<file path="src/rtl/sskl_pkg.sv">
// Package for the stable sorted key list: field widths, operation and status codes,
// and the structs passed between the top level and the list cells.
// No dependencies.
package sskl_pkg;

  localparam int unsigned Depth   = 16;
  localparam int unsigned IdW     = 8;
  localparam int unsigned KeyW    = 32;
  localparam int unsigned CntW    = $clog2(Depth + 1);
  localparam int unsigned OpW     = 2;
  localparam int unsigned StatusW = 2;

  // Operation codes.
  localparam logic [OpW-1:0] OP_INS_SORTED = 2'd0;
  localparam logic [OpW-1:0] OP_INS_TAIL   = 2'd1;
  localparam logic [OpW-1:0] OP_REMOVE     = 2'd2;

  // Status codes.
  localparam logic [StatusW-1:0] ST_OK      = 2'd0;
  localparam logic [StatusW-1:0] ST_FULL    = 2'd1;
  localparam logic [StatusW-1:0] ST_MISSING = 2'd2;
  localparam logic [StatusW-1:0] ST_DUP     = 2'd3;

  typedef struct packed {
    logic [IdW-1:0]  id;
    logic [KeyW-1:0] key;
  } entry_t;

  // Command broadcast to every cell.
  typedef struct packed {
    logic            do_ins;  // commit an insert this cycle
    logic            do_rm;   // commit a remove this cycle
    logic            sorted;  // insert point is chosen by key compare
    logic [IdW-1:0]  id;
    logic [KeyW-1:0] key;
  } cmd_t;

  // Flags that ripple from the front cell toward the tail.
  typedef struct packed {
    logic ins_seen;  // insert point is at or before this cell
    logic rm_seen;   // entry with the requested id is at or before this cell
  } chain_t;

endpackage

</file>
<file path="src/rtl/sskl_cell.sv">
// One list cell: holds one entry and its occupied flag, compares against the
// broadcast command and shifts toward its neighbors. Depends on sskl_pkg.
module sskl_cell (
  input  logic             clk_i,
  input  logic             rst_ni,
  input  sskl_pkg::cmd_t   cmd_i,
  input  sskl_pkg::entry_t left_i,
  input  logic             left_used_i,
  input  sskl_pkg::entry_t right_i,
  input  logic             right_used_i,
  input  sskl_pkg::chain_t chain_i,
  output sskl_pkg::chain_t chain_o,
  output sskl_pkg::entry_t entry_o,
  output sskl_pkg::entry_t entry_d_o,
  output logic             used_o
);

  sskl_pkg::entry_t entry_q, entry_d;
  logic             used_q, used_d;
  logic             gt, match, ins_here, rm_here;

  assign gt    = cmd_i.sorted & used_q & (entry_q.key > cmd_i.key);
  assign match = used_q & (entry_q.id == cmd_i.id);

  // The first free cell is the insert point when no stored key is greater.
  assign ins_here = chain_i.ins_seen | gt | ~used_q;
  assign rm_here  = chain_i.rm_seen | match;

  assign chain_o.ins_seen = ins_here;
  assign chain_o.rm_seen  = rm_here;

  always_comb begin
    entry_d = entry_q;
    used_d  = used_q;
    if (cmd_i.do_ins) begin
      used_d = used_q | left_used_i;
      if (chain_i.ins_seen) begin
        entry_d = left_i;
      end else if (ins_here) begin
        entry_d.id  = cmd_i.id;
        entry_d.key = cmd_i.key;
      end
    end else if (cmd_i.do_rm) begin
      used_d = right_used_i;
      if (rm_here) begin
        entry_d = right_i;
      end
    end
  end

  always_ff @(posedge clk_i or negedge rst_ni) begin
    if (!rst_ni) begin
      used_q <= 1'b0;
    end else begin
      used_q <= used_d;
    end
  end

  always_ff @(posedge clk_i) begin
    entry_q <= entry_d;
  end

  assign entry_o   = entry_q;
  assign entry_d_o = entry_d;
  assign used_o    = used_q;

endmodule

</file>
<file path="src/rtl/stable_sorted_key_list.sv">
// Stable sorted key list: a row of sskl_cell instances holding the entries front
// to back, with an input register, a count and an output register.
// Depends on sskl_pkg and sskl_cell.
// A beat is captured in the input register, executed once the output register is free,
// and its result is held in the output register. The block takes no new beat until the
// current one has executed; the execute cycle ripples the compare flags through the row
// of cells, and a result waiting in the output register stalls it. Reset empties the
// list and clears all handshake state.
module stable_sorted_key_list (
  input  logic        clk_i,
  input  logic        rst_ni,
  input  logic        s_axis_tvalid,
  output logic        s_axis_tready,
  input  logic [47:0] s_axis_tdata,  // op[1:0], item_id[9:2], key[41:10], zero pad
  output logic        m_axis_tvalid,
  input  logic        m_axis_tready,
  output logic [47:0] m_axis_tdata   // status[1:0], count[6:2], head_valid[7],
                                     // head_id[15:8], head_key[47:16]
);

  localparam int unsigned Depth = sskl_pkg::Depth;

  logic                            busy_q;
  logic [sskl_pkg::OpW-1:0]        op_q;
  logic [sskl_pkg::IdW-1:0]        id_q;
  logic [sskl_pkg::KeyW-1:0]       key_q;
  logic [sskl_pkg::CntW-1:0]       count_q, count_d;
  logic                            out_valid_q;
  logic [47:0]                     out_data_q;

  sskl_pkg::cmd_t                  cmd;
  sskl_pkg::chain_t                chain [Depth+1];
  sskl_pkg::entry_t                ent_q [Depth];
  sskl_pkg::entry_t                ent_d [Depth];
  logic                            used [Depth];

  logic                            in_fire, exec, out_free;
  logic                            is_ins, is_rm, found, full;
  logic [sskl_pkg::StatusW-1:0]    status;
  logic                            head_valid;
  logic [sskl_pkg::IdW-1:0]        head_id;
  logic [sskl_pkg::KeyW-1:0]       head_key;

  assign s_axis_tready = ~busy_q;
  assign in_fire       = s_axis_tvalid & ~busy_q;
  assign out_free      = ~out_valid_q | m_axis_tready;
  assign exec          = busy_q & out_free;

  assign is_ins = (op_q == sskl_pkg::OP_INS_SORTED) || (op_q == sskl_pkg::OP_INS_TAIL);
  assign is_rm  = (op_q == sskl_pkg::OP_REMOVE);
  assign found  = chain[Depth].rm_seen;
  assign full   = used[Depth-1];

  always_comb begin
    cmd.do_ins = exec & is_ins & ~found & ~full;
    cmd.do_rm  = exec & is_rm & found;
    cmd.sorted = (op_q == sskl_pkg::OP_INS_SORTED) && (key_q != '1);
    cmd.id     = id_q;
    cmd.key    = key_q;
  end

  assign chain[0].ins_seen = 1'b0;
  assign chain[0].rm_seen  = 1'b0;

  for (genvar i = 0; i < Depth; i++) begin : g_cell
    sskl_pkg::entry_t left_e, right_e;
    logic             left_u, right_u;

    if (i == 0) begin : g_front
      assign left_e = '0;
      assign left_u = 1'b1;
    end else begin : g_mid_l
      assign left_e = ent_q[i-1];
      assign left_u = used[i-1];
    end

    if (i == Depth - 1) begin : g_tail
      assign right_e = '0;
      assign right_u = 1'b0;
    end else begin : g_mid_r
      assign right_e = ent_q[i+1];
      assign right_u = used[i+1];
    end

    sskl_cell u_cell (
      .clk_i        (clk_i),
      .rst_ni       (rst_ni),
      .cmd_i        (cmd),
      .left_i       (left_e),
      .left_used_i  (left_u),
      .right_i      (right_e),
      .right_used_i (right_u),
      .chain_i      (chain[i]),
      .chain_o      (chain[i+1]),
      .entry_o      (ent_q[i]),
      .entry_d_o    (ent_d[i]),
      .used_o       (used[i])
    );
  end

  always_comb begin
    status = sskl_pkg::ST_OK;
    if (is_ins) begin
      if (found) begin
        status = sskl_pkg::ST_DUP;
      end else if (full) begin
        status = sskl_pkg::ST_FULL;
      end
    end else if (is_rm && !found) begin
      status = sskl_pkg::ST_MISSING;
    end
  end

  always_comb begin
    count_d = count_q;
    if (cmd.do_ins) begin
      count_d = count_q + sskl_pkg::CntW'(1);
    end else if (cmd.do_rm) begin
      count_d = count_q - sskl_pkg::CntW'(1);
    end
  end

  // The head reflects the front cell after this command commits.
  assign head_valid = (count_d != '0);
  assign head_id    = head_valid ? ent_d[0].id  : '0;
  assign head_key   = head_valid ? ent_d[0].key : '0;

  always_ff @(posedge clk_i or negedge rst_ni) begin
    if (!rst_ni) begin
      busy_q      <= 1'b0;
      count_q     <= '0;
      out_valid_q <= 1'b0;
    end else begin
      count_q <= count_d;
      if (in_fire) begin
        busy_q <= 1'b1;
      end else if (exec) begin
        busy_q <= 1'b0;
      end
      if (exec) begin
        out_valid_q <= 1'b1;
      end else if (m_axis_tready) begin
        out_valid_q <= 1'b0;
      end
    end
  end

  always_ff @(posedge clk_i) begin
    if (in_fire) begin
      op_q  <= s_axis_tdata[1:0];
      id_q  <= s_axis_tdata[9:2];
      key_q <= s_axis_tdata[41:10];
    end
    if (exec) begin
      out_data_q <= {head_key, head_id, head_valid, count_d, status};
    end
  end

  assign m_axis_tvalid = out_valid_q;
  assign m_axis_tdata  = out_data_q;

endmodule

</file>
<file path="config.mk">
export PLATFORM = sky130hd
export DESIGN_NAME = stable_sorted_key_list
export DESIGN_NICKNAME = d
export VERILOG_FILES = /design/src/rtl/sskl_pkg.sv /design/src/rtl/sskl_cell.sv /design/src/rtl/stable_sorted_key_list.sv
export SDC_FILE = /design/constraint.sdc
export NUM_CORES = 2
export LEC_CHECK = 0
export BUFFER_PORTS_ARGS = -buffer_cell sky130_fd_sc_hd__buf_4
export CORE_ASPECT_RATIO = 0.5
export CORE_MARGIN = 5
export CORE_UTILIZATION = 55
export CTS_CLUSTER_DIAMETER = 80
export DETAILED_ROUTE_END_ITERATION = 16
export PLACE_DENSITY = 0.68
export SLEW_MARGIN = 10
export SYNTH_ARGS = -nofsm -noshare
export SYNTH_HDL_FRONTEND = slang
export SYNTH_SLANG_ARGS = --single-unit
</file>
<file path="constraint.sdc">
create_clock -name clk_i -period 8.02 [get_ports clk_i]
set_input_delay 1.604 -clock clk_i [delete_from_list [all_inputs] [get_ports clk_i]]
set_output_delay 1.604 -clock clk_i [all_outputs]
set_load 0.05 [all_outputs]
</file>
## After elaboration in Yosys (flattened, before gate mapping)

Cells that the tools add are included.

| cells by class | value |
|---|---|
| add/sub/neg operators | 2 |
| order comparisons | 16 |
| equality and inequality tests | 34 |
| mux-type cells | 121 |
| bitwise gates (word level) | 136 |
| reduce and logical (&&, ||, !) cells | 39 |

Operators by type and width:

| kind | number |
|---|---|
| $mux W40 | 79 |
| $gt A32 B32 Y1 | 16 |
| $eq A8 B8 Y1 | 16 |
| $or A1 B1 Y1 | 62 |
| $and A1 B1 Y1 | 55 |
| $ne A3 B1 Y1 const B | 15 |
| $reduce_and A3 Y1 | 15 |
| $mux W1 | 37 |
| $reduce_bool A2 Y1 | 18 |
| $ne A32 B32 Y1 const B | 1 |
| $not A1 Y1 | 19 |
| $mux W5 | 2 |
| $mux W2 | 3 |
| $add A5 B1 Y5 const B | 1 |
| $reduce_bool A5 Y1 | 1 |
| $sub A5 B1 Y5 const B | 1 |
| $eq A2 B1 Y1 const B | 1 |
| $eq A2 B2 Y1 const B | 1 |
| $logic_and A1 B1 Y1 | 2 |
| $logic_not A2 Y1 | 1 |
| $logic_not A1 Y1 | 1 |
| $logic_or A1 B1 Y1 | 1 |

| word-level totals | value |
|---|---|
| register bits after elaboration | 753 |
| input port bits | 52 |
| output and inout bits | 50 |
| logic and storage cells | 404 |

## Longest topological paths before layout

| logic depth | value |
|---|---|
| depth in word-level cells | 38 |
| gate-level depth with buffers | 15 |
| gate-level depth less buffers | 12 |

## By module

A second synthesis with hierarchy kept.

| unflattened totals | value |
|---|---|
| cells, all modules | 7238 |
| area total of the unflattened synthesis | 58577.4 um^2 |

Modules (own cells, without submodules):

| module | instances | cells an instance | area an instance (um^2) | sequential area each (um^2) |
|---|---|---|---|---|
| sskl_cell at g_cell[0].u_cell ... | 12 | 452 | 3527.1 | 825.8 |
| sskl_cell at g_cell[6].u_cell ... | 4 | 402 | 3104.2 | 825.8 |
| stable_sorted_key_list | 1 | 206 | 3834.9 | 2877.8 |

## Worst setup path before layout

No wires, ideal clock.

| timing | value |
|---|---|
| kind | register to register |
| start point | register key_q[10] (netlist name) |
| end point | register g_cell[7].u_cell.entry_q, in the netlist g_cell[7].u_cell.entry_o[0], enable pin |
| library setup time | 0.493 ns |
| data arrival time | 5.631 ns |
| data required time | 7.527 ns |
| setup slack | 1.896 ns |
| stages on the path, launching flop included | 13 |
| path buffers | 2 |
| clock period less this slack | 6.124 ns |
| cells stage by stage | edfxtp_1 -> inv_1 -> ha_1 -> nand4_1 -> or4_1 -> a21o_1 -> a21o_1 -> a32o_1 -> nand3_1 -> nor3_1 -> buf_4 -> buf_1 -> o21ai_0 |

| between the ends | value |
|---|---|
| longest elaborated chain between the ends | 21 |
| elaborated cells on any way between the ends | 43 |
| those cells by class | order compare (8); eq/ne (2); bitwise (31); reduce/logical (2) |

Ends and longest elaborated chain:

| what | RTL line | RTL |
|---|---|---|
| start, declared | stable_sorted_key_list.sv:26 | `logic [sskl_pkg::KeyW-1:0] key_q;` |
| start signal, assigned | stable_sorted_key_list.sv:152 | `key_q <= s_axis_tdata[41:10];` |
| parallel branches: the longest is 19 deep, another holds $gt A32 B32 Y1 | -- |  |
| $ne A3 B1 Y1 (no source line) * | -- |  |
| $reduce_and A3 Y1 (no source line) * | -- |  |
| end signal, assigned | sskl_cell.sv:60 | `entry_q <= entry_d;` |
| end, declared | sskl_cell.sv:18 | `sskl_pkg::entry_t entry_q, entry_d;` |

Mark *: on every way between the ends.
A chain may end at the register's enable or synchronous reset.

==> run_summary.xml <==
<?xml version="1.0" encoding="UTF-8"?>
<metrics>
  <group name="finish">
    <metric name="nFillCells" unit="">7331</metric>
    <metric name="register_area" unit="um2">22100</metric>
    <metric name="syn_to_final_growth" unit="%">8.65</metric>
    <metric name="multi_input_comb_area" unit="um2">24600</metric>
    <metric name="final_net_count" unit="">5267</metric>
    <metric name="num_antenna_cells" unit="">0</metric>
    <metric name="final_util" unit="%">60.5</metric>
    <metric name="drive_above_1_share" unit="%">7.29</metric>
  </group>
  <group name="routing">
    <metric name="vias" unit="">38600</metric>
    <metric name="routed_wl" unit="um">143000</metric>
    <metric name="avgRoutedWirePerCell" unit="um">24.1</metric>
    <metric name="drc_errors" unit="">0</metric>
    <metric name="route.detailed.vias_per_inst" unit="">6.48</metric>
    <metric name="detail-route-antenna-nets" unit="">0</metric>
    <metric name="drt_pass1_iterations" unit="">8</metric>
    <metric name="detail_route.iter0.violations" unit="">5438</metric>
  </group>
  <group name="flow_run">
    <metric name="max_cap_violations" unit="">0</metric>
  </group>
  <group name="placement">
    <metric name="gpl.final_weighted_congestion" unit="">0.955</metric>
    <metric name="port_buffers" unit="">95</metric>
    <metric name="hpwlAfterDp" unit="um">106000</metric>
  </group>
  <group name="sta">
    <metric name="max_transition_margin" unit="%">29.1</metric>
    <metric name="worstMarginPinSlew" unit="ps">1060</metric>
    <metric name="final-max-slew-violation-count" unit="">0</metric>
    <metric name="setup_repair_after_global_routing_missed_its_margin" unit="">false</metric>
    <metric name="clock-skew-final" unit="ps">25.6</metric>
    <metric name="setup_viol_count_final" unit="">0</metric>
    <metric name="maxClockFrequency" unit="GHz">0.163</metric>
    <metric name="timing.final.crit_share" unit="%">76.3</metric>
    <metric name="setup_tns" unit="ps">0</metric>
    <metric name="timing.final.crit_period" unit="ps">6120</metric>
    <metric name="finalHoldViolations" unit="">0</metric>
  </group>
  <group name="setup_path">
    <metric name="cp.buffers_inverters" unit="">2</metric>
    <metric name="cp_top_family" unit="">simple AND/OR/NAND/NOR gates</metric>
    <metric name="cpMostUsedCell" unit="">sky130_fd_sc_hd__o21ai_0</metric>
    <metric name="crit_required" unit="ps">8390</metric>
    <metric name="crit_path_start_kind" unit="">flop</metric>
    <metric name="worst-path-max-fanout" unit="">23</metric>
    <metric name="criticalPathCategory" unit="">flop to flop</metric>
    <metric name="worstPathArrival" unit="ps">6490</metric>
    <metric name="cp-end-kind" unit="">flop</metric>
    <metric name="crit_path_cell_trace" unit="">inv_1 &gt; ha_1 &gt; a21oi_1 &gt; o21ai_0 &gt; a221o_1 &gt; a211oi_1 &gt; a32o_1 &gt; nand3_4 &gt; nor4_2 &gt; nand3_2 &gt; buf_4 &gt; mux2i_1 &gt; o21ai_0</metric>
    <metric name="critical-path-max-stage-delay" unit="ps">960</metric>
    <metric name="slowest_stage" unit="">sky130_fd_sc_hd__nor4_2</metric>
  </group>
  <group name="yosys">
    <metric name="seq_area_frac_synth" unit="%">45.8</metric>
    <metric name="postSynthRegisterBits" unit="">753</metric>
    <metric name="synth_cells" unit="">4758</metric>
    <metric name="synth.distinct_cells" unit="">75</metric>
    <metric name="synth_warnings" unit="">0</metric>
    <metric name="postSynthAreaPerCell" unit="um2">10.1</metric>
    <metric name="synth_async_sr_flop_share" unit="%">3.05</metric>
    <metric name="synth_edf_count" unit="">690</metric>
    <metric name="synthesis.nets" unit="">5292</metric>
    <metric name="syn-cell-area" unit="um2">48200</metric>
    <metric name="top_flip_flop_cell_by_instance_count_after_synthesis" unit="">sky130_fd_sc_hd__edfxtp_1</metric>
  </group>
  <group name="power_and_ir_drop">
    <metric name="swShare" unit="%">37.2</metric>
    <metric name="power_frac_comb" unit="%">34.2</metric>
    <metric name="leak_pwr" unit="uW">0.0215</metric>
    <metric name="seq_power_share" unit="%">39.9</metric>
    <metric name="vdd_ir_drop_max" unit="uV">229</metric>
    <metric name="share_clk_of_total_power" unit="%">25.9</metric>
    <metric name="internal_power" unit="uW">8300</metric>
    <metric name="power_per_cell_area" unit="nW/um2">252</metric>
    <metric name="switchingPower" unit="uW">4920</metric>
  </group>
  <group name="cts">
    <metric name="latest_clock_arrival_within_the_worst_skew_pair" unit="ps">660</metric>
    <metric name="htreeDepth" unit="">3</metric>
    <metric name="tritoncts_clock_tree" unit="">done</metric>
    <metric name="path_clk_slew" unit="ps">60</metric>
    <metric name="clockRootBuffer" unit="">sky130_fd_sc_hd__clkbuf_16</metric>
    <metric name="post_cts_setup_driven_buffer_insertion_count" unit="">0</metric>
    <metric name="cts_buf_count" unit="">74</metric>
    <metric name="clock-sinks" unit="">753</metric>
    <metric name="cts_hold_buf" unit="">0</metric>
    <metric name="cts_resized" unit="">0</metric>
    <metric name="cts_buffer_depth" unit="">3</metric>
  </group>
  <group name="global_routing">
    <metric name="grt_antenna_before_repair" unit="">2</metric>
    <metric name="grt_pass1_vias" unit="">35900</metric>
    <metric name="grtUsageTotal" unit="%">29.7</metric>
    <metric name="overflow" unit="">0</metric>
    <metric name="grt_max_degree" unit="">204</metric>
    <metric name="global_route_wire_length_before_repair" unit="um">218000</metric>
  </group>
  <group name="floorplan">
    <metric name="placementRows" unit="">76</metric>
    <metric name="fp.dieW" unit="um">429</metric>
    <metric name="design.die.area" unit="um2">94000</metric>
    <metric name="io_pins" unit="">102</metric>
    <metric name="initial_utilization" unit="%">55.7</metric>
    <metric name="core_area" unit="um2">86500</metric>
    <metric name="chipHeight" unit="um">219</metric>
  </group>
  <group name="outcome">
    <metric name="status" unit="">complete, no violations</metric>
  </group>
  <group name="min_path">
    <metric name="min_path_type" unit="">flop to flop</metric>
  </group>
</metrics>
-- worst reg2reg max path, stage by stage, from the launching register on --
cell and delay [ps]:
sky130_fd_sc_hd__edfxtp_1 840, sky130_fd_sc_hd__inv_1 460, sky130_fd_sc_hd__ha_1 430, sky130_fd_sc_hd__a21oi_1 140, sky130_fd_sc_hd__o21ai_0 110, sky130_fd_sc_hd__a221o_1 380, sky130_fd_sc_hd__a211oi_1 420, sky130_fd_sc_hd__a32o_1 300
sky130_fd_sc_hd__nand3_4 210, sky130_fd_sc_hd__nor4_2 960, sky130_fd_sc_hd__nand3_2 770, sky130_fd_sc_hd__buf_4 510, sky130_fd_sc_hd__mux2i_1 200, sky130_fd_sc_hd__o21ai_0 90
-- power groups by stage --
stage          clock, uW  combinational [uW]  sequential, uW
6_report            3420                4530            5280
5_1_grt             3630                4960            5310
4_1_cts             3460                4460            5260
3_5_place_dp           0                4440            5340
3_3_place_gp           0                4280            5330
2_1_floorplan          0                2840            5590
-- cell usage after synthesis (all sizes together) (8+ instances only) --
cell type	instances	share of area (%)
nor2b	23	0.30
xor2	36	0.65
nand2	752	5.9
a2111oi	8	0.18
a21o	51	0.79
clkbuf	205	1.6
buf	100	1.3
a31oi	10	0.13
dfrtp	23	1.2
o21ai	525	5.5
edfxtp	690	43
ha	482	13
and3	58	0.75
nor2	189	1.5
and4	14	0.25
nor4	29	0.40
a21oi	257	2.7
o21a	9	0.14
nand3	207	2.2
a221oi	48	0.87
mux2i	380	7.9
nor3	35	0.38
dfxtp	40	1.7
inv	112	0.87
nand2b	11	0.14
o211ai	139	2.2
xnor2	95	1.7
nand4	99	1.3
a211oi	22	0.34
-- cells in the final DEF (no fill, tap or decap), drive strengths merged, types with 40 or more instances in the layout --
cell type and count:
nand2 752, nand3 207, edfxtp 690, clkbuf 101, a21o 51, o21ai 525
ha 482, dfxtp 40, mux2i 380, nand4 99, xnor2 95, nor2 189
a21oi 257, inv 113, o211ai 139, a221oi 48, buf 204, and3 58
-- final timing paths --
kind | startpoint | endpoint | slack (ps) | cells past startpoint
worst max-delay path | key_q[17] | g_cell[10].u_cell.entry_o[9] | 1900 | 13
worst min-delay path | g_cell[14].u_cell.used_o | g_cell[14].u_cell.used_o | 500 | 2
worst max register to register | key_q[17] | g_cell[10].u_cell.entry_o[9] | 1900 | 13
worst min register to register | g_cell[14].u_cell.used_o | g_cell[14].u_cell.used_o | 500 | 2
max in group asynchronous | rst_ni | g_cell[3].u_cell.used_o | 6760 | 1
min in group asynchronous | rst_ni | count_q[0] | 910 | 1
-- flip-flops by register name (all words and copies together), names as in the netlist --
name                   flops
busy_q                     1
id_q                       8
m_axis_tvalid              1
count_q                    5
m_axis_tdata              48
g_cell.u_cell.used_o      16
op_q                       2
key_q                     32
g_cell.u_cell.entry_o    640
-- layer usage --
layer  wire length (um)  vias to the layer above  track usage, %
li1                   -                    17700               -
met1              68700                    18500            49.6
met2              53100                     2254            38.2
met3              18600                      184            6.04
met4               3070                        0            7.06
met5                  0                        -               0
-- stage by stage --
stage,worst slack [ps],power [uW],std cells,hold WS (ps),cell area (um2)
finish,1900,13200,5958,496,52400
global route,1770,13900,5958,534,52400
CTS,2200,13200,5958,492,52400
detailed placement,2210,9780,5827,478,50100
global placement,2360,9610,5827,468,50100
floorplan,1900,8430,4758,456,48200
-- layout make-up --
type	count	share of cell area (%)
clock buffers	101	3.99
repair buffers	204	3.00
multi-input cells	3587	46.9
inverters	113	0.810
well taps	1170	2.80
clock inverters	30	0.320
flip-flops and latches	753	42.2
-- logic make-up (layout without fill, tap and decap cells) --
kind of cell,after synthesis,in the layout,synth area share (%)
AOI/OAI and AO/OA,1150,1150,14.2
xor gates and xnor gates,131,131,2.38
adders and majority gates,482,482,12.5
buffers and inverters,418,448,3.73
DFF,753,753,45.8
muxes,380,380,7.89
and+or+nand+nor,1444,1444,13.4
No activity file was read; power rests on OpenSTA's default activity.
